### src/hdl/ppt_pkg.sv
// Shared types, constants and tables for the phasor period tracker.
// No dependencies; every other file but ppt_fifo.sv imports this package.
`timescale 1ns / 1ps
package ppt_pkg;

	localparam int SAMPLE_BITS_DEF  = 16;
	localparam int CORDIC_STEPS_DEF = 24;
	localparam int QUEUE_DEPTH_DEF  = 2;

	// reciprocal of the CORDIC gain, Q0.32
	localparam logic [31:0] INV_GAIN = 32'd2608131497;

	// register indexes (paddr[3:2])
	localparam logic [1:0] REG_INV_PERIOD   = 2'd0;
	localparam logic [1:0] REG_PHASE_OFFSET = 2'd1;
	localparam logic [1:0] REG_GAIN         = 2'd2;

	// per-item facts worked out at acceptance
	typedef struct packed {
		logic [47:0] t;        // Q32.16 time with offset, low 48 bits
		logic        first;    // no earlier item
		logic        dur_pos;  // duration known and above zero
		logic [31:0] dur;
	} ppt_meta_t;

	typedef struct packed {
		logic        start;
		logic [50:0] rem_init;
		logic [47:0] dividend;
		logic [49:0] divisor;
		logic [5:0]  steps;
	} ppt_div_req_t;

	typedef struct packed {
		logic        busy;
		logic        done;
		logic [47:0] quot;
	} ppt_div_rsp_t;

	typedef struct packed {
		logic idle;
		logic out_wait;
	} ppt_back_stat_t;

	// arctangent of 2^-k in Q0.32 turns
	function automatic logic [31:0] atan_turns(input logic [4:0] k);
		logic [31:0] r;
		unique case (k)
			5'd0:  r = 32'd536870912;
			5'd1:  r = 32'd316933406;
			5'd2:  r = 32'd167458907;
			5'd3:  r = 32'd85004756;
			5'd4:  r = 32'd42667331;
			5'd5:  r = 32'd21354465;
			5'd6:  r = 32'd10679838;
			5'd7:  r = 32'd5340245;
			5'd8:  r = 32'd2670163;
			5'd9:  r = 32'd1335087;
			5'd10: r = 32'd667544;
			5'd11: r = 32'd333772;
			5'd12: r = 32'd166886;
			5'd13: r = 32'd83443;
			5'd14: r = 32'd41722;
			5'd15: r = 32'd20861;
			5'd16: r = 32'd10430;
			5'd17: r = 32'd5215;
			5'd18: r = 32'd2608;
			5'd19: r = 32'd1304;
			5'd20: r = 32'd652;
			5'd21: r = 32'd326;
			5'd22: r = 32'd163;
			5'd23: r = 32'd81;
			5'd24: r = 32'd41;
			5'd25: r = 32'd20;
			5'd26: r = 32'd10;
			5'd27: r = 32'd5;
			5'd28: r = 32'd3;
			5'd29: r = 32'd1;
			5'd30: r = 32'd1;
			default: r = 32'd0;
		endcase
		return r;
	endfunction

	// clamp to 40-bit signed
	function automatic logic signed [39:0] sat40(input logic signed [45:0] v);
		logic signed [39:0] r;
		if (v > 46'sd549755813887)
			r = 40'sh7F_FFFF_FFFF;
		else if (v < -46'sd549755813888)
			r = 40'sh80_0000_0000;
		else
			r = v[39:0];
		return r;
	endfunction

endpackage

### src/hdl/ppt_front.sv
// Input side: accept samples, form the mixer time and classify the duration.
// Depends on ppt_pkg.
`timescale 1ns / 1ps
module ppt_front #(
	parameter int SAMPLE_BITS = ppt_pkg::SAMPLE_BITS_DEF
) (
	input  logic                   clk,
	input  logic                   arst_n,
	input  logic                   s_tvalid,
	output logic                   s_tready,
	input  logic [47:0]            s_tdata,
	input  logic [31:0]            phase_offset,
	input  logic                   q_full,
	output logic                   push,
	output logic [SAMPLE_BITS-1:0] push_sample,
	output ppt_pkg::ppt_meta_t     push_meta
);
	import ppt_pkg::*;

	logic [31:0] now, prior_time_q;
	logic [23:0] sv_ext;
	logic [32:0] diff;
	logic        seen_first_q;

	assign s_tready = !q_full;
	assign push     = s_tvalid && !q_full;
	assign now      = s_tdata[31:0];
	assign sv_ext   = {8'b0, s_tdata[47:32]};
	assign diff     = {1'b0, now} - {1'b0, prior_time_q};

	always_comb begin
		push_sample       = sv_ext[SAMPLE_BITS-1:0];
		push_meta.t       = {now, 16'b0} + 48'($signed(phase_offset));
		push_meta.first   = !seen_first_q;
		push_meta.dur_pos = seen_first_q && !diff[32] && (diff != '0);
		push_meta.dur     = diff[31:0];
	end

	// hold the previous sample time for the next duration
	always_ff @(posedge clk or negedge arst_n) begin
		if (!arst_n) begin
			prior_time_q <= '0;
			seen_first_q <= 1'b0;
		end else if (push) begin
			prior_time_q <= now;
			seen_first_q <= 1'b1;
		end
	end
endmodule

### config.mk
export PLATFORM = sky130hd
export DESIGN_NAME = ppt_front
export DESIGN_NICKNAME = d
export VERILOG_FILES = /design/src/hdl/ppt_pkg.sv /design/src/hdl/ppt_front.sv
export SDC_FILE = /design/constraint.sdc
export NUM_CORES = 1
export LEC_CHECK = 0
export BUFFER_PORTS_ARGS = -buffer_cell sky130_fd_sc_hd__buf_2
export CELL_PAD_IN_SITES_DETAIL_PLACEMENT = 0
export CELL_PAD_IN_SITES_GLOBAL_PLACEMENT = 1
export CORE_UTILIZATION = 36
export CTS_CLUSTER_DIAMETER = 30
export DETAILED_ROUTE_END_ITERATION = 8
export GPL_ROUTABILITY_DRIVEN = 0
export PLACE_DENSITY = 0.87
export SKIP_LAST_GASP = 1
export SYNTH_ARGS = -nofsm -noshare
export SYNTH_HDL_FRONTEND = slang
export SYNTH_SLANG_ARGS = --single-unit
### constraint.sdc
create_clock -name clk -period 5.07 [get_ports clk]
set_input_delay 0.2535 -clock clk [delete_from_list [all_inputs] [get_ports clk]]
set_output_delay 0.2535 -clock clk [all_outputs]
set_load 0.02 [all_outputs]
==> run metrics <==
status=completed; Slew headroom=20.5%; CTS resizes=0; DRC violations left=0; syn avg cell area=7.37 um2; post-cts hold buffer count=0; via count=a little under 5000; setup tns final=0 ps; Longest Clk Path Bufs=2; Worst Skew=0 ps; Multi-input gate area=3640 um2; post-synthesis register bit count=33; Synth Flop Type=dfrtp_1; commonest non-fill, non-tap cell in the layout=buf_2; Die H=120 um; Die Span X=120 um; Overall Power=0.00177 W; Synth cell types=between 50 and 60; WL final=13800 um; Fill cells=around 1400; clock root cell=clkbuf_16; Layout area overhead=13.8%; initial DRC count=342; first-pass GRT wire length=22400 um; antenna violations before repair=0; Core ar.=13300 um2; register area=826 um2; total placed cells including tap cells=926; Arr. time, crit path=about 4300 ps; layout cell share with drive strength beyond 1=18.3%; total I/O pin count=~180; clk slew on worst S/H paths=50 ps; Final WS setup=508 ps; max-slew violation count=0; Post-synth EDFFs=0; H-tree levels=2; Critical Path Source Type=register; Leak Pwr=~2.7 nW; most frequent cells in the layout=119 x buf_2, 65 x o21ai_0, 64 x nand2_1; Hold/Removal Path Class=in2async; ANT nets after route=0; DRT Pass-1 Iters=5; CTS Buf Count=5; final std cells w/o fill=about 930; die area=14300 um2; Synth Net Count=roughly 830; Nets=906; Ant. Diodes=0; I/O Buffers=around 120; Final min period=4560 ps; largest net degree at the start of global routing=66; Cell Area, Synth=roughly 5000 um2; total gr overflow=0; initial core utilization=a little under two fifths; Cells after Synth=676; CTS Sinks=33; utilization after layout=42.5%; Worst Path Required=4820 ps; peak supply drop=0.140 mV; period utilization=90.0%; Rows=42; FFs w/ async S/R, synth=100%; PwrDens=312 nW/um2; Place WS=between 700 and 800 ps; Max Fclk=219 MHz; final hold vios=0; kind of critical path=reg2out; Worst Path Max Fanout=5; DR vias/cell=5.30; final setup violation count=0; vias in the first global route=4456; DP HPWL=~11000 um; CTS tree=yes; Post-CTS Setup Repair Bufs=0; worst-skew pair later-pin latency=280 ps; routed len/inst=~15 um; post-synthesis sequential area ratio=16.6%; unrepaired setup endpoints after global routing=no; Worst Setup End Kind=output pin; All-Layer GR Usage=19.3%; YS warnings=0; maxcap violations=0; Slew @ Worst Pin=1190 ps
[final cells by class]
type / count / area share (%)
flip-flops and latches: 33 / 14.6
repair buffers: 119 / 10.5
clock buffers: 7 / 2.69
inverters: 60 / 3.97
clock inverters: 1 / 0.0883
well taps: 176 / 3.89
multi-input cells: 538 / 64.3
[worst max-delay path: stages, from the launching register on]
cell and delay, ps:
dfrtp_1 370, ha_1 210, fa_1 410, nand2b_1 180, a21o_1 210, a211oi_1 420
o2111a_1 260, o32ai_1 90, or4_1 430, or4_1 480, a2111o_1 300, nor4_1 390
a21oi_1 110, buf_2 170
[final timing paths]
path / to / cells after the start / startpoint / slack, ps
worst min-delay path: prior_time_q[27]$_DFFE_PN0P_ / 1 / arst_n / 40
worst max-delay path: push_meta[32] / 13 / prior_time_q[0]$_DFFE_PN0P_ / 510
worst min register to register: seen_first_q$_DFFE_PN0P_ / 1 / seen_first_q$_DFFE_PN0P_ / 490
worst max register to register: seen_first_q$_DFFE_PN0P_ / 1 / seen_first_q$_DFFE_PN0P_ / 4280
max in group asynchronous: prior_time_q[0]$_DFFE_PN0P_ / 1 / arst_n / 4540
min in group clk: prior_time_q[22]$_DFFE_PN0P_ / 3 / s_tdata[22] / 220
[synth_stat cells (12+ instances only)]
cell,number,area share (%)
nor2_1,39,2.9
xor2_1,14,2.5
buf_4,33,5.0
o21a_1,12,1.8
nand2_1,64,4.8
a21o_1,15,2.3
o21ai_0,65,6.5
o21bai_1,12,1.8
nand3_1,15,1.5
a21oi_1,55,5.5
ha_1,63,16
clkbuf_1,12,0.90
nor2b_1,14,1.8
dfrtp_1,33,17
nor3_1,25,2.5
xnor2_1,31,5.5
inv_1,60,4.5
[report_power, final]
group / leakage, nW / internal [W] / switching, W / total (W)
Clock: 0.0799 / 0.000208 / 0.000117 / 0.000325
Sequential: 0.402 / 0.000296 / 0.00000893 / 0.000305
Combinational: 2.23 / 0.000416 / 0.000722 / 0.00114
Total: 2.71 / 0.000920 / 0.000848 / 0.00177
[metal layers]
| metal | part of all wire, % | vias up | GRT usage (%) |
|---|---|---|---|
| met2 | 43 | 130 | 29.5 |
| met5 | 0 | - | 0 |
| met4 | 1.3 | 0 | 4.61 |
| li1 | - | 2563 | - |
| met3 | 4.7 | 11 | 1.57 |
| met1 | 51 | 2246 | 29.1 |
[through the flow]
| step | hold slack (ps) | cell area, um2 |
|---|---|---|
| after global placement | 366 | 5510 |
| after detailed placement | 364 | 5510 |
| after CTS | 64.5 | 5670 |
| after global routing | 115 | 5670 |
| after floorplan | -42.1 | 4980 |
| final | 39.1 | 5670 |
[state kept, by name, indices dropped and copies added, names as in the netlist]
signal / count
prior_time_q: 32
seen_first_q: 1
[cells by family (layout without fill, tap and decap cells)]
kind of cell               after synthesis  count (layout)  synth area share (%)
muxes                                    2               2                 0.427
DFF                                     33              33                  16.6
xor gates and xnor gates                45              45                  7.91
buffers and inverters                  105             187                  10.4
and+or+nand+nor                        206             206                  20.2
AOI/OAI and AO/OA                      220             220                  27.9
adders and majority gates               65              65                  16.6
Power figures use the tool's default switching activity.
