[config.mk]
export PLATFORM = sky130hd
export DESIGN_NAME = ppt_div
export DESIGN_NICKNAME = d
export VERILOG_FILES = /design/src/hdl/ppt_pkg.sv /design/src/hdl/ppt_div.sv
export SDC_FILE = /design/constraint.sdc
export NUM_CORES = 1
export LEC_CHECK = 0
export BUFFER_PORTS_ARGS = -buffer_cell sky130_fd_sc_hd__buf_2
export CAP_MARGIN = 20
export CELL_PAD_IN_SITES_DETAIL_PLACEMENT = 1
export CELL_PAD_IN_SITES_GLOBAL_PLACEMENT = 2
export CORE_MARGIN = 2
export CORE_UTILIZATION = 31
export CTS_CLUSTER_DIAMETER = 80
export DETAILED_ROUTE_END_ITERATION = 8
export GPL_TIMING_DRIVEN = 0
export PLACE_DENSITY = 0.88
export RECOVER_POWER = 100
export SKIP_LAST_GASP = 1
export SLEW_MARGIN = 30
export SYNTH_ARGS = -nofsm -noshare
export SYNTH_HDL_FRONTEND = slang
export SYNTH_SLANG_ARGS = --single-unit
[constraint.sdc]
create_clock -name clk -period 2.7 [get_ports clk]
set_input_delay 0 -clock clk [delete_from_list [all_inputs] [get_ports clk]]
set_output_delay 0 -clock clk [all_outputs]
set_load 0.005 [all_outputs]
[src/hdl/ppt_pkg.sv]
// Shared types, constants and tables for the phasor period tracker.
// No dependencies; every other file but ppt_fifo.sv imports this package.
`timescale 1ns / 1ps
package ppt_pkg;

	localparam int SAMPLE_BITS_DEF  = 16;
	localparam int CORDIC_STEPS_DEF = 24;
	localparam int QUEUE_DEPTH_DEF  = 2;

	// reciprocal of the CORDIC gain, Q0.32
	localparam logic [31:0] INV_GAIN = 32'd2608131497;

	// register indexes (paddr[3:2])
	localparam logic [1:0] REG_INV_PERIOD   = 2'd0;
	localparam logic [1:0] REG_PHASE_OFFSET = 2'd1;
	localparam logic [1:0] REG_GAIN         = 2'd2;

	// per-item facts worked out at acceptance
	typedef struct packed {
		logic [47:0] t;        // Q32.16 time with offset, low 48 bits
		logic        first;    // no earlier item
		logic        dur_pos;  // duration known and above zero
		logic [31:0] dur;
	} ppt_meta_t;

	typedef struct packed {
		logic        start;
		logic [50:0] rem_init;
		logic [47:0] dividend;
		logic [49:0] divisor;
		logic [5:0]  steps;
	} ppt_div_req_t;

	typedef struct packed {
		logic        busy;
		logic        done;
		logic [47:0] quot;
	} ppt_div_rsp_t;

	typedef struct packed {
		logic idle;
		logic out_wait;
	} ppt_back_stat_t;

	// arctangent of 2^-k in Q0.32 turns
	function automatic logic [31:0] atan_turns(input logic [4:0] k);
		logic [31:0] r;
		unique case (k)
			5'd0:  r = 32'd536870912;
			5'd1:  r = 32'd316933406;
			5'd2:  r = 32'd167458907;
			5'd3:  r = 32'd85004756;
			5'd4:  r = 32'd42667331;
			5'd5:  r = 32'd21354465;
			5'd6:  r = 32'd10679838;
			5'd7:  r = 32'd5340245;
			5'd8:  r = 32'd2670163;
			5'd9:  r = 32'd1335087;
			5'd10: r = 32'd667544;
			5'd11: r = 32'd333772;
			5'd12: r = 32'd166886;
			5'd13: r = 32'd83443;
			5'd14: r = 32'd41722;
			5'd15: r = 32'd20861;
			5'd16: r = 32'd10430;
			5'd17: r = 32'd5215;
			5'd18: r = 32'd2608;
			5'd19: r = 32'd1304;
			5'd20: r = 32'd652;
			5'd21: r = 32'd326;
			5'd22: r = 32'd163;
			5'd23: r = 32'd81;
			5'd24: r = 32'd41;
			5'd25: r = 32'd20;
			5'd26: r = 32'd10;
			5'd27: r = 32'd5;
			5'd28: r = 32'd3;
			5'd29: r = 32'd1;
			5'd30: r = 32'd1;
			default: r = 32'd0;
		endcase
		return r;
	endfunction

	// clamp to 40-bit signed
	function automatic logic signed [39:0] sat40(input logic signed [45:0] v);
		logic signed [39:0] r;
		if (v > 46'sd549755813887)
			r = 40'sh7F_FFFF_FFFF;
		else if (v < -46'sd549755813888)
			r = 40'sh80_0000_0000;
		else
			r = v[39:0];
		return r;
	endfunction

endpackage

[src/hdl/ppt_div.sv]
// Serial restoring divider, one quotient bit per cycle.
// Depends on ppt_pkg.
`timescale 1ns / 1ps
module ppt_div (
	input  logic                  clk,
	input  logic                  arst_n,
	input  ppt_pkg::ppt_div_req_t req,
	output ppt_pkg::ppt_div_rsp_t rsp
);
	import ppt_pkg::*;

	logic [50:0] rem_q;
	logic [47:0] d_q, quot_q;
	logic [49:0] div_q;
	logic [5:0]  cnt_q;
	logic        busy_q, done_q;
	logic [51:0] rem2, rem_sub;
	logic        ge;

	assign rem2    = {rem_q, d_q[47]};
	assign rem_sub = rem2 - {2'b0, div_q};
	assign ge      = (rem2 >= {2'b0, div_q});

	assign rsp.busy = busy_q;
	assign rsp.done = done_q;
	assign rsp.quot = quot_q;

	always_ff @(posedge clk or negedge arst_n) begin
		if (!arst_n) begin
			rem_q  <= '0;
			d_q    <= '0;
			div_q  <= '0;
			quot_q <= '0;
			cnt_q  <= '0;
			busy_q <= 1'b0;
			done_q <= 1'b0;
		end else if (req.start) begin
			rem_q  <= req.rem_init;
			d_q    <= req.dividend;
			div_q  <= req.divisor;
			cnt_q  <= req.steps;
			quot_q <= '0;
			busy_q <= 1'b1;
			done_q <= 1'b0;
		end else if (busy_q) begin
			rem_q  <= ge ? rem_sub[50:0] : rem2[50:0];
			d_q    <= {d_q[46:0], 1'b0};
			quot_q <= {quot_q[46:0], ge};
			cnt_q  <= cnt_q - 1'b1;
			if (cnt_q == 6'd1) begin
				busy_q <= 1'b0;
				done_q <= 1'b1;
			end
		end else begin
			done_q <= 1'b0;
		end
	end
endmodule

==> summary.md <==
| Metric | Value |
|---|---|
| Maxcap violations | `1` |
| TNS Setup | `-20.72 ns` |
| Synth cell count leaders | `nand2_1 (209), dfrtp_1 (205), o21ai_0 (130)` |
| Drt drc | `0` |
| Number of synthesized flops with an enable pin | `0` |
| Placer Congestion | `just under 0.9` |
| Routed WL per cell | `between 20 and 25 um` |
| Min-delay worst type | `in -> reg` |
| Post-synthesis cell type count | `70` |
| Final period util | `117%` |
| Cell area after synthesis | `12200 um2` |
| Design Area, Final | `18000 um2` |
| Area after DPL | `between 10000 and 15000 um2` |
| Clock root buffer | `clkbuf_16` |
| 1st-pass router iterations | `5` |
| Final hold viol count | `0` |
| Final min period | `about 3.2 ns` |
| Asr flop ratio synth | `100%` |
| Final net count | `about 2100` |
| Pins over their slew limit | `75` |
| Max-slew headroom | `-30.0%` |
| CTS max path bufs | `3` |
| Status | `finished, violations left` |
| Area growth, synth to finish | `47.0%` |
| Vias in the first global route | `13500` |
| Dominant synthesized flop cell | `dfrtp_1` |
| Pin count of the biggest net entering global routing | `75` |
| Die width | `a little over 200 um` |
| Ports | `208` |
| Hold Crit Start | `req[109]` |
| Routed Antenna Nets | `0` |
| Yosys reg bits | `205` |
| Number of core rows | `between 70 and 80` |
| Reg2reg setup slack | `-0.47 ns` |
| Worst Setup Start Kind | `register` |
| Top-count cell post-synth | `nand2_1` |
| Reg-to-Reg End | `rem_q[34]$_DFFE_PN0P_` |
| Area of the core | `between 30000 and 40000 um2` |
| Crit-path max FO | `6` |
| Critical R2R Launch | `rem_q[28]$_DFFE_PN0P_` |
| Failing checks | `max-capacitance violations, max-slew violations, negative setup slack` |
| Total leakage power | `0.00880 uW` |
| DRT iter0 DRCs | `around 600` |
| Die area | `41100 um2` |
| Worst skew pair latency | `0.58 ns` |
| Avg Cell Area, Syn | `8.81 um2` |
| Hpwl dp | `~32000 um` |
| First-pass GRT wire length | `75800 um` |
| Synth top area share | `41.9%` |
| CTS tree | `done` |
| Yosys top cell by area | `dfrtp_1` |
| Max Fclk | `315 MHz` |
| Tot GR Track Use | `a little under a quarter` |
| Warning count from the yosys run | `0` |
| CP required | `3.21 ns` |
| H-tree depth | `1` |
| Die Ht | `203 um` |
| Critical Setup Path Class | `reg -> reg` |
| Syn Nets | `1600` |
| Hold Path Depth | `3` |
| Clk slew on worst S/H paths | `approximately 0.060 ns` |
| Mapped Cells | `1389` |
| Min-Delay Endpoint | `rem_q[5]$_DFFE_PN0P_` |
| Share of cells above drive strength 1 | `24.0%` |
| Worst Reg-to-Reg Cells | `14` |
| Register area share after synthesis | `41.9%` |
| Power density over the cells | `999 nW/um2` |
| Tot Pwr | `18000 uW` |
| IO buf count | `206` |
| Vias | `12400` |
| Placement Setup Slack | `-0.771 ns` |
| Final Setup Violations | `52` |
| Initial Util | `31.5%` |
| CTS buffer count | `27` |
| Worst Setup End Kind | `register` |
| Worst vdd ir | `0.000599 V` |
| Residual overflow from global routing | `0` |
| Clock Skews | `between 0.02 and 0.03 ns` |
| Worst slew pin tran | `1.95 ns` |
| Antenna violations before repair | `3` |
| TritonCTS Sinks | `around 200` |
| RSZ-0062 raised after global routing | `true` |
| Routed WL | `about 49000 um` |
| Top cells by area, synth | `dfrtp_1 (42%), mux2i_1 (8.0%), nand2_1 (6.4%), ha_1 (5.3%), o21ai_0 (5.3%)` |
| CP arrival | `3.68 ns` |
| Vias/cell | `5.20` |
| Setup WS post-layout | `-0.470 ns` |
[cells by family (layout without fill, tap and decap cells)]
group / count (synthesis) / after routing / share of synthesized area, %
compound gates: 389 / 389 / 20.6
xor+xnor: 45 / 45 / 3.22
fa+ha+maj: 53 / 53 / 5.48
buf+inv: 162 / 633 / 5.12
flops: 205 / 205 / 41.9
mux: 100 / 100 / 8.20
other cells: 0 / 3 / 0
simple gates: 435 / 436 / 15.5
[worst max-delay path by stage]
stage | cells past startpoint | to | startpoint
final | 14 | rem_q[34]$_DFFE_PN0P_ | rem_q[28]$_DFFE_PN0P_
after detailed placement | 11 | rem_q[11]$_DFFE_PN0P_ | rem_q[2]$_DFFE_PN0P_
after floorplan | 12 | rem_q[37]$_DFFE_PN0P_ | rem_q[23]$_DFFE_PN0P_
after global placement | 1 | quot_q[17]$_DFFE_PN0P_ | arst_n
after CTS | 16 | rem_q[37]$_DFFE_PN0P_ | d_q[47]$_DFFE_PN0P_
after global routing | 13 | rem_q[30]$_DFFE_PN0P_ | d_q[47]$_DFFE_PN0P_
[stage by stage]
stage	utilization (%)	std cells	hold WS, ns
floorplan	-	1389	-0.296
finish	46.4	2382	0.164
global route	46.4	2382	0.178
global placement	36.5	2113	0.209
CTS	45.8	2375	0.0300
detailed placement	36.7	2115	0.0427
[sequential cells by signal, indices dropped and copies added (netlist names)]
register,count
div_q,50
cnt_q,6
done_q,1
quot_q,48
d_q,48
busy_q,1
rem_q,51
[cell type report]
type,count,area [um2]
Tap cell,518,648
Buffer,82,482
Clock inverter,11,130
Clock buffer,39,771
Fill cell,4459,20800
Timing Repair Buffer,428,3150
Sequential cell,205,5130
Antenna cell,3,7.51
Inverter,73,274
Multi-Input combinational cell,1023,7400
[layout by cell type (no fill, tap or decap), types with 8 or more instances in the layout]
master and n:
dlygate4sd3_1 156, a21oi_1 62, dfrtp_1 203, o221ai_1 9, o21ai_0 122, xnor2_1 24, a31oi_1 14, clkbuf_1 95
o211ai_1 9, buf_4 52, nand2_1 194, clkbuf_2 8, o21ai_1 10, ha_4 15, nand4_1 10, mux2i_1 98
xor2_1 20, nor2b_1 17, buf_2 173, ha_1 31, a311oi_2 26, nor2_1 116, clkbuf_16 32, buf_6 16
inv_1 70, o21bai_1 8, nand3_1 15, nand2b_1 8, a21o_1 55
[power breakdown]
group	switching, uW	internal [uW]
clock network	1500	2190
logic	5410	4710
registers	539	3630
total	7440	10500
[critical path, stage by stage (launching register included)]
cell	delay, ns
dfrtp_1	0.46
ha_2	0.44
nand3_2	0.17
nor4_4	0.36
nor2b_2	0.22
and2_4	0.16
a311oi_2	0.05
a31oi_2	0.22
or2_1	0.16
buf_6	0.15
buf_12	0.13
buf_8	0.13
nand2_4	0.05
a311oi_2	0.25
a21o_1	0.11
[metal layers]
metal  vias to the layer above  GRT usage, %  share of wire (%)
li1                       5769             -                  -
met1                      6182          29.7                 43
met2                       348          40.4                 49
met3                        82          4.30                5.5
met4                         0          6.70                2.6
met5                         -             0                  0
[timing repair]
action	CTS	global route
setup buffers	50	13
hold endpoints to repair	360	0
hold buffers	156	0
setup endpoints to repair	127	105
cloned	6	1
pin swaps	74	39
gates resized for setup	137	57
Power figures use the tool's default switching activity.
