### src/hdl/ppt_fifo.sv
// Short item queue between the front and the back of the tracker.
// Depends on nothing but its parameters.
`timescale 1ns / 1ps
module ppt_fifo #(
	parameter int W     = 98,
	parameter int DEPTH = 2
) (
	input  logic         clk,
	input  logic         arst_n,
	input  logic         push,
	input  logic [W-1:0] push_data,
	input  logic         pop,
	output logic [W-1:0] head,
	output logic         full,
	output logic         empty
);
	localparam int AW = (DEPTH > 1) ? $clog2(DEPTH) : 1;
	localparam int CNTW = $clog2(DEPTH + 1);

	logic [W-1:0]    mem_q [DEPTH];
	logic [AW-1:0]   wr_ptr_q, rd_ptr_q;
	logic [CNTW-1:0] count_q;

	assign full  = (count_q == CNTW'(DEPTH));
	assign empty = (count_q == '0);
	assign head  = mem_q[rd_ptr_q];

	always_ff @(posedge clk) begin
		if (push)
			mem_q[wr_ptr_q] <= push_data;
	end

	always_ff @(posedge clk or negedge arst_n) begin
		if (!arst_n) begin
			wr_ptr_q <= '0;
			rd_ptr_q <= '0;
			count_q  <= '0;
		end else begin
			if (push)
				wr_ptr_q <= (wr_ptr_q == AW'(DEPTH - 1)) ? '0 : wr_ptr_q + 1'b1;
			if (pop)
				rd_ptr_q <= (rd_ptr_q == AW'(DEPTH - 1)) ? '0 : rd_ptr_q + 1'b1;
			if (push && !pop)
				count_q <= count_q + 1'b1;
			else if (pop && !push)
				count_q <= count_q - 1'b1;
		end
	end
endmodule

### config.mk
export PLATFORM = sky130hd
export DESIGN_NAME = ppt_fifo
export DESIGN_NICKNAME = d
export VERILOG_FILES = /design/src/hdl/ppt_fifo.sv
export SDC_FILE = /design/constraint.sdc
export NUM_CORES = 1
export LEC_CHECK = 0
export BUFFER_PORTS_ARGS = -buffer_cell sky130_fd_sc_hd__buf_2
export CORE_ASPECT_RATIO = 0.6
export CORE_MARGIN = 5
export CORE_UTILIZATION = 52
export CTS_CLUSTER_SIZE = 24
export DETAILED_ROUTE_END_ITERATION = 8
export PLACE_DENSITY = 0.79
export SYNTH_ARGS = -nofsm -noshare
export SYNTH_HDL_FRONTEND = slang
export SYNTH_SLANG_ARGS = --single-unit
### constraint.sdc
create_clock -name clk -period 6.58 [get_ports clk]
set_input_delay 1.316 -clock clk [delete_from_list [all_inputs] [get_ports clk]]
set_output_delay 1.316 -clock clk [all_outputs]
set_load 0.05 [all_outputs]
==> results_dict.tcl, run 1 <==
set metrics [dict create \
    grt_pass1_wl_microns 21130 \
    clock-root-buffer "clkbuf_16" \
    hold_start "count_q[1]" \
    die_area_sq_um 16560 \
    core-area_sq_um 13710 \
    cts_tree "yes" \
    ios 202 \
    synth-main-ff-cell "edfxtp_1" \
    relSlewSlack_pct 46.97 \
    dr.pass1.iters 4 \
    fin_crit_sh_pct 60.43 \
    ctsHoldBuffers 0 \
    dp_hpwl_microns 9730 \
    grt_use_total_pct 17.00 \
    ff2ff_setup_slack_ps 4410 \
    rows 33 \
    cts_setup_buffers 0 \
    wl_microns 14130 \
    p_per_area_nw_per_um2 512.8 \
    yosysUniqueCellTypes 13 \
    p_leak_nw 3.465 \
    cts.sinks 200 \
    tns_ps 0 \
    dp.cells 707 \
    grt_max_degree 59 \
    cp_slowest_cell "dfrtp_4" \
    wl_per_cell_microns 19.04 \
    worst_setup_path_start_kind "register" \
    seq_area_frac_synth_pct 82.14 \
    clk_latency_ps 410 \
    cts_buffers 17 \
    r2r_start "wr_ptr_q" \
    outcome "finished, final reports clean" \
    max_slew.worst_pin.slew_ps 795.4 \
    cp.required_ps 5260 \
    finalNonFillerCells 742 \
    rr_worst_depth 3 \
    synth_top_area_cell "edfxtp_1" \
    whs_endpoint "count_q[1]" \
    io_buffers 201 \
    clk_pin_slew_ps 80 \
    drive_gt1_share_pct 61.79 \
    crit_family "flip-flops" \
    drtIter0Drc 211 \
    worst-path-buf-inv 2 \
    setup_viol 0 \
    drcViolationCount 0 \
    slew_violations 0 \
    antenna_found_initial 3 \
    fin_nets 637 \
    gp_congestion 0.7657 \
    max_stage_delay_ps 930 \
    worstPathArrival_ps 2660 \
    synthTopCellsByArea "edfxtp_1, mux2_2, mux2_4, dfrtp_1, buf_2" \
    die_h_microns 101.7 \
    worst_clock_skew_ps 12.24 \
    ctsLongestPathBuffers 2 \
    syn_nets 424 \
    rr_endpoint "mem_q[0][7]" \
    rsz0062_at_grt "no" \
    ys_ff_latch 200 \
    period_minus_slack_ps 3976 \
    min_path_cells 1 \
    synth_top_area_share_pct 80.77 \
    syn-instance-count 321 \
    vias_per_cell 4.962 \
    ir_drop_mv 0.3112 \
    cts-resized-gates 0 \
    synth-warning-count 0 \
    hold_path.class "reg2reg" \
    synth_edf_count 196 \
    syn2layout_area_growth_pct 25.09 \
    htreeDepth 4 \
    overflow 0 \
    synth_commonest_cells "edfxtp_1, mux2_2, mux2_4" \
    grt_pass1_vias 3951 \
    hold_ws_ps 484.0 \
    cp_cell_sequence "buf_4 > mux2_2 > buf_2" \
    hold_violations 0 \
    ant_nets 0 \
    maxCapViolCount 0 \
    synth_most_common_cell "edfxtp_1" \
    max_freq_ghz 0.2515 \
    synth_area_sq_um 7287 \
    dr_total_vias 3682 \
    start_util_pct 53.16 \
    worstPathMaxFanout 58 \
    syn-mean-instance-area_sq_um 22.70 \
    die_x_microns 162.8 \
    crit_type "reg2out" \
    synthArstFlopShare_pct 2.000 \
    crit_path_end_kind "output port" \
]
[layout by cell type (no fill, tap or decap)]
master        n
and2_4        1
clkinvlp_4    2
xor2_1        4
inv_1         1
dfrtp_1       3
buf_2       201
edfxtp_1    196
xnor2_1       1
clkbuf_16    17
nor2_1        2
nor2b_4       1
diode_2       3
mux2_2       88
inv_6         5
clkinv_8      4
ha_1          1
clkinv_2      1
buf_4         4
inv_8         1
dfrtp_4       1
clkinv_4      1
mux2_4       10
bufinv_16     1
nor2b_1       1
[state kept, by name, indices dropped and copies added (netlist names)]
signal    count
count_q       2
mem_q       196
rd_ptr_q      1
wr_ptr_q      1
[area by class of cell]
type | instances | area, sq um
Antenna cell | 3 | 7.507
Clock buffer | 17 | 425.4
Clock inverter | 15 | 178.9
Fill cell | 954 | 4593
Inverter | 1 | 3.754
Multi-Input combinational cell | 109 | 1234
Sequential cell | 200 | 5989
Tap cell | 192 | 240.2
Timing Repair Buffer | 205 | 1036
[cells by family (layout without fill, tap and decap cells)]
group,count (synthesis),after routing,synth area share (%)
buffers and inverters,12,238,1.065
XOR/XNOR,5,5,0.6009
AND/OR/NAND/NOR,5,5,0.3606
flip-flops,200,200,82.14
adder cells (fa/ha/maj),1,1,0.1717
multiplexers,98,98,15.66
other,0,3,0
[worst max path at each step]
stage	start	endpoint	slack (ps)	cells past startpoint
5_1_grt	rd_ptr_q	head[1]	2480	3
2_1_floorplan	push	mem_q[0][0]	430	1
6_report	rd_ptr_q	head[15]	2600	3
3_5_place_dp	rd_ptr_q	head[15]	3050	3
3_3_place_gp	rd_ptr_q	head[1]	3070	3
4_1_cts	rd_ptr_q	head[15]	2590	3
[routing by layer]
layer	routed length (microns)	GRT usage, %	vias up
met4	82	3.866	6
li1	-	-	1704
met5	41	0	-
met1	5964	22.54	1817
met2	6637	26.85	143
met3	1400	6.995	12
[stage by stage]
step / utilization [%] / total power [mW] / cell area (sq um) / setup WS, ps
5_1_grt: 66.44 / 4.863 / 9107 / 2482
3_3_place_gp: 62.03 / 3.660 / 8503 / 3071
6_report: 66.49 / 4.674 / 9115 / 2604
4_1_cts: 66.44 / 4.720 / 9107 / 2590
3_5_place_dp: 62.03 / 3.693 / 8503 / 3054
2_1_floorplan: - / 3.323 / 7287 / 430.0
[where the power goes]
group          internal [mW]  switching, mW  total, mW
Combinational          0.505           1.32       1.83
Clock                  0.544          0.481       1.02
Sequential              1.69          0.129       1.82
(Power assumes the default switching activity.)
==> run 2: changes to the inputs <==
--- a/config.mk
+++ b/config.mk
@@ -8,10 +8,10 @@
 export BUFFER_PORTS_ARGS = -buffer_cell sky130_fd_sc_hd__buf_2
 export CORE_ASPECT_RATIO = 0.6
 export CORE_MARGIN = 5
-export CORE_UTILIZATION = 52
+export CORE_UTILIZATION = 47
 export CTS_CLUSTER_SIZE = 24
 export DETAILED_ROUTE_END_ITERATION = 8
-export PLACE_DENSITY = 0.79
+export PLACE_DENSITY = 0.76
 export SYNTH_ARGS = -nofsm -noshare
 export SYNTH_HDL_FRONTEND = slang
 export SYNTH_SLANG_ARGS = --single-unit
==> constraint.sdc (replaced) <==
create_clock -name clk -period 3.5 [get_ports clk]
set_input_delay 0.7 -clock clk [delete_from_list [all_inputs] [get_ports clk]]
set_output_delay 0.7 -clock clk [all_outputs]
set_load 0.05 [all_outputs]
==> results_dict.tcl, run 2 (synthesis gave the netlist of run 1 again) <==
set metrics [dict create \
    cp.required_ps 2800 \
    hold_violations 0 \
    antennaDiodeCount 0 \
    dr.pass1.iters 4 \
    dp.cells 720 \
    gp_congestion 0.8034 \
    start_util_pct 47.68 \
    antenna_found_initial 0 \
    fillerInstances 1119 \
    worstPathMaxFanout 38 \
    drtIter0Drc 220 \
    p_per_area_nw_per_um2 957.5 \
    grt_max_degree 69 \
    cts_tree "yes" \
    drcViolationCount 0 \
    crit_family "flip-flops" \
    htreeDepth 4 \
    maxCapViolCount 0 \
    utilization_pct 59.71 \
    fin_crit_sh_pct 81.92 \
    dp_hpwl_microns 9682 \
    hold_ws_ps 80.63 \
    cts_setup_buffers 0 \
    worst_setup_path_start_kind "register" \
    reg_top3 "mem_q (196), count_q (2)" \
    ant_nets 0 \
    ios 202 \
    worst-path-buf-inv 2 \
    multi_input_area_sq_um 1234 \
    die_h_microns 106.5 \
    crit_type "reg2out" \
    grt_pass1_wl_microns 21350 \
    hold_path.class "in2async" \
    largest_reg_flops 196 \
    tns_ps 0 \
    clock-root-buffer "clkbuf_16" \
    finalNonFillerCells 752 \
    max_stage_delay_ps 770 \
    syn2layout_area_growth_pct 25.22 \
    cts-resized-gates 0 \
    seq_area_sq_um 5989 \
    outcome "finished, final reports clean" \
    rows 35 \
    worstPathArrival_ps 2170 \
    io_buffers 201 \
    layout_common_cells "buf_2, edfxtp_1, mux2_2" \
    period_minus_slack_ps 2867 \
    crit_path_end_kind "output port" \
    cts.sinks 200 \
    die_area_sq_um 18180 \
    ctsHoldBuffers 0 \
    worst_clock_skew_ps 13.92 \
    setup_viol 0 \
    cp_slowest_cell "dfrtp_4" \
    clk_latency_ps 420 \
    die_x_microns 170.8 \
    dr_total_vias 3713 \
    max_slew.worst_pin.slew_ps 927.6 \
    overflow 0 \
    grt_pass1_vias 4030 \
    core-area_sq_um 15280 \
    wl_per_cell_microns 18.61 \
    cp_cell_sequence "buf_4 > mux2_2 > buf_2" \
    clk_pin_slew_ps 70 \
    wl_microns 13990 \
    relSlewSlack_pct 38.16 \
    fin_nets 639 \
    max_freq_ghz 0.3488 \
    ir_drop_mv 0.5028 \
    cts_buffers 17 \
    slew_violations 0 \
    p_leak_nw 3.473 \
    vias_per_cell 4.938 \
    ctsLongestPathBuffers 2 \
    mostFrequentLayoutCell "buf_2" \
    drive_gt1_share_pct 61.57 \
    grt_use_total_pct 15.54 \
    rsz0062_at_grt "no" \
    largest-register "mem_q" \
]
-- run 2: changes by cell type in the layout (fill, tap and decap cells not counted), sizes merged --
cell | before | now
inv | 7 | 9
clkinvlp | 2 | 0
buf | 205 | 207
bufinv | 1 | 0
clkbuf | 17 | 19
clkinv | 6 | 5
diode | 3 | 0
-- run 2: layer usage --
metal  GRT usage [%]  vias to the layer above  routed length [microns]
met3           4.719                        4                     1145
met2           24.75                      145                     6557
met4           3.761                        0                       65
met1           21.17                     1854                     6224
li1                -                     1710                        -
met5               0                        -                        0
-- run 2: through the flow --
step                cell area [sq um]  total power [mW]  worst slack [ps]
finish                           9125             8.737             632.9
floorplan                        7295             6.220             77.74
detailed placement               8557             6.983              1050
CTS                              9125             8.845             601.5
global placement                 8557             6.927              1079
global route                     9125             9.106             516.6
-- run 2: final timing paths --
kind	from	end	slack, ps	cells after the start
max	rd_ptr_q	head[11]	630	3
min	arst_n	count_q[0]	80	1
max reg2reg	wr_ptr_q	mem_q[1][56]	1770	2
min reg2reg	count_q[1]	count_q[1]	500	1
max in group asynchronous	arst_n	rd_ptr_q	3280	1
min in group clk	push_data[71]	mem_q[0][71]	460	1
-- run 2: power breakdown --
| group | internal (mW) | switching, mW | total [mW] |
|---|---|---|---|
| Sequential | 3.18 | 0.198 | 3.38 |
| Combinational | 0.983 | 2.53 | 3.52 |
| Clock | 0.951 | 0.894 | 1.84 |
-- run 2: final cells by class --
type                    count  area share (%)
flip-flops and latches    200           65.64
multi-input cells         109           13.52
repair buffers            207           11.79
clock buffers              19           4.744
well taps                 203           2.783
clock inverters            13           1.481
inverters                   1         0.04114
==> run 3: changes to the inputs <==
--- a/config.mk
+++ b/config.mk
@@ -5,13 +5,14 @@
 export SDC_FILE = /design/constraint.sdc
 export NUM_CORES = 1
 export LEC_CHECK = 0
+export ABC_AREA = 1
 export BUFFER_PORTS_ARGS = -buffer_cell sky130_fd_sc_hd__buf_2
 export CORE_ASPECT_RATIO = 0.6
 export CORE_MARGIN = 5
-export CORE_UTILIZATION = 47
+export CORE_UTILIZATION = 52
 export CTS_CLUSTER_SIZE = 24
 export DETAILED_ROUTE_END_ITERATION = 8
-export PLACE_DENSITY = 0.76
+export PLACE_DENSITY = 0.79
 export SYNTH_ARGS = -nofsm -noshare
 export SYNTH_HDL_FRONTEND = slang
 export SYNTH_SLANG_ARGS = --single-unit
==> constraint.sdc (replaced) <==
create_clock -name clk -period 2.8 [get_ports clk]
set_input_delay 0.56 -clock clk [delete_from_list [all_inputs] [get_ports clk]]
set_output_delay 0.56 -clock clk [all_outputs]
set_load 0.05 [all_outputs]
==> results_dict.tcl, run 3 <==
set metrics [dict create \
    crit_type "reg2out" \
    dr_total_vias 3816 \
    ir_drop_mv 0.7456 \
    fillerInstances 944 \
    clk_latency_ps 410 \
    drive_gt1_share_pct 60.57 \
    yosysUniqueCellTypes 14 \
    ys_ff_latch 200 \
    period_minus_slack_ps 2611 \
    clock-root-buffer "clkbuf_16" \
    cp.required_ps 2240 \
    grt_pass1_wl_microns 21560 \
    muxShareOfSynthArea_pct 15.62 \
    max_freq_ghz 0.3829 \
    synthTopCellsByArea "edfxtp_1, mux2_2, mux2_4, dfrtp_1, buf_2" \
    dr.pass1.iters 4 \
    worst_setup_path_start_kind "register" \
    ant_nets 0 \
    synthAdderAreaFrac_pct 0.1712 \
    synth-warning-count 0 \
    finalNonFillerCells 756 \
    synth_most_common_cell "edfxtp_1" \
    syn2layout_area_growth_pct 25.80 \
    reg_top3 "mem_q (196), count_q (2)" \
    die_area_sq_um 16600 \
    largest-register "mem_q" \
    vias_per_cell 5.048 \
    syn-instance-count 330 \
    die_x_microns 163.0 \
    grt_pass1_vias 4114 \
    synth_top_area_share_pct 80.55 \
    rows 33 \
    worst-path-buf-inv 2 \
    place_area_sq_um 8607 \
    max_stage_delay_ps 760 \
    synth_area_sq_um 7307 \
    worst_clock_skew_ps 13.41 \
    p_leak_nw 3.515 \
    fin_crit_sh_pct 93.26 \
    outcome "finished, final reports clean" \
    utilization_pct 67.06 \
    dp.cells 722 \
    seq_area_frac_synth_pct 81.92 \
    drtIter0Drc 213 \
    die_h_microns 101.8 \
    synth_xor_area_share_pct 0.3596 \
    htreeDepth 4 \
    fin_nets 653 \
    cts_buffers 17 \
    maxCapViolCount 0 \
    slew_violations 0 \
    cp_slowest_cell "dfrtp_4" \
    antenna_found_initial 3 \
    clk_pin_slew_ps 70 \
    synth-simple-area-share_pct 0.5651 \
    synth_commonest_cells "edfxtp_1, mux2_2, mux2_4" \
    largest_reg_flops 196 \
    dp_hpwl_microns 10010 \
    setup_viol 0 \
    syn_nets 433 \
    worstPathMaxFanout 35 \
    crit_family "flip-flops" \
    synth_compound_area_share_pct 0 \
    synthArstFlopShare_pct 2.000 \
    worstPathArrival_ps 2050 \
    ctsLongestPathBuffers 2 \
    grt_use_total_pct 17.21 \
    tns_ps 0 \
    cts_setup_buffers 0 \
    relSlewSlack_pct 53.84 \
    synth_edf_count 196 \
    overflow 0 \
    cp_cell_sequence "buf_4 > mux2_2 > buf_2" \
    hold_path.class "in2reg" \
    wl_per_cell_microns 18.80 \
    max_slew.worst_pin.slew_ps 692.4 \
    synth_top_family_by_area "multiplexers" \
    post-place-ws_ps 610.9 \
    rsz0062_at_grt "no" \
    grt_max_degree 53 \
    layout_common_cells "buf_2, edfxtp_1, mux2_2" \
    synth_top_area_cell "edfxtp_1" \
    start_util_pct 53.30 \
    core-area_sq_um 13710 \
    io_buffers 201 \
    syn-mean-instance-area_sq_um 22.14 \
    gp_congestion 0.8553 \
    mostFrequentLayoutCell "buf_2" \
    wl_microns 14220 \
    hold_violations 0 \
    cts_tree "yes" \
    drcViolationCount 0 \
    ios 202 \
    setup_slack_ps 188.6 \
    final_area_sq_um 9193 \
    cts.sinks 200 \
    p_per_area_nw_per_um2 1199 \
    crit_path_end_kind "output port" \
    synth-main-ff-cell "edfxtp_1" \
]
==> run 3: stage by stage <==
step,total power [mW],hold WS [ps]
2_1_floorplan,7.769,264.4
3_3_place_gp,8.728,366.6
3_5_place_dp,8.799,368.5
4_1_cts,11.13,309.9
5_1_grt,11.47,301.4
6_report,11.02,331.7
==> run 3: timing repair <==
item / in CTS / in global routing
hold buffers: 1 / 0
endpoints found under the hold margin: 4 / 0
gates resized for setup: 0 / 0
==> run 3: worst paths after layout <==
kind	from	to	slack (ps)	cells after the start
max in group asynchronous	arst_n	rd_ptr_q	2180	2
min in group asynchronous	arst_n	rd_ptr_q	480	2
hold reg to reg	count_q[1]	count_q[1]	540	2
setup / recovery	rd_ptr_q	head[35]	190	3
hold / removal	push_data[51]	mem_q[0][51]	330	1
setup reg to reg	wr_ptr_q	mem_q[1][36]	1050	4
==> run 3: worst reg2reg max path, cell delays in order, from the launching register on <==
cell and delay (ps):
dfrtp_1 420, nand2_1 110, clkinvlp_4 100, buf_4 340, buf_4 430
==> run 3: cell families (layout without fill, tap and decap cells) <==
logic type	Yosys count	after routing
other cells	0	1
xor+xnor	3	3
buf+inv	18	251
flops	200	200
simple gates	10	10
mux	98	98
fa+ha+maj	1	1
==> run 3: power breakdown <==
part           switching, mW  internal, mW  leakage [nW]
clock network           1.07          1.25         0.272
logic                   3.21          1.27          1.36
registers              0.245          3.97          1.89
==> run 3: layer usage <==
layer / global-route usage [%] / wire (microns)
met3: 7.416 / 1377
met2: 27.36 / 6747
met4: 3.479 / 53
met5: 0 / 34
met1: 22.69 / 6002
==> run 3: cell type report <==
type,instances,area [sq um],share of cell area (%)
clock inverters,14,143.9,1.565
multi-input cells,112,1229,13.37
inverters,7,30.03,0.3267
diodes,1,2.502,0.02722
flip-flops and latches,200,5989,65.16
well taps,192,240.2,2.613
repair buffers,212,1129,12.28
clock buffers,18,429.2,4.669
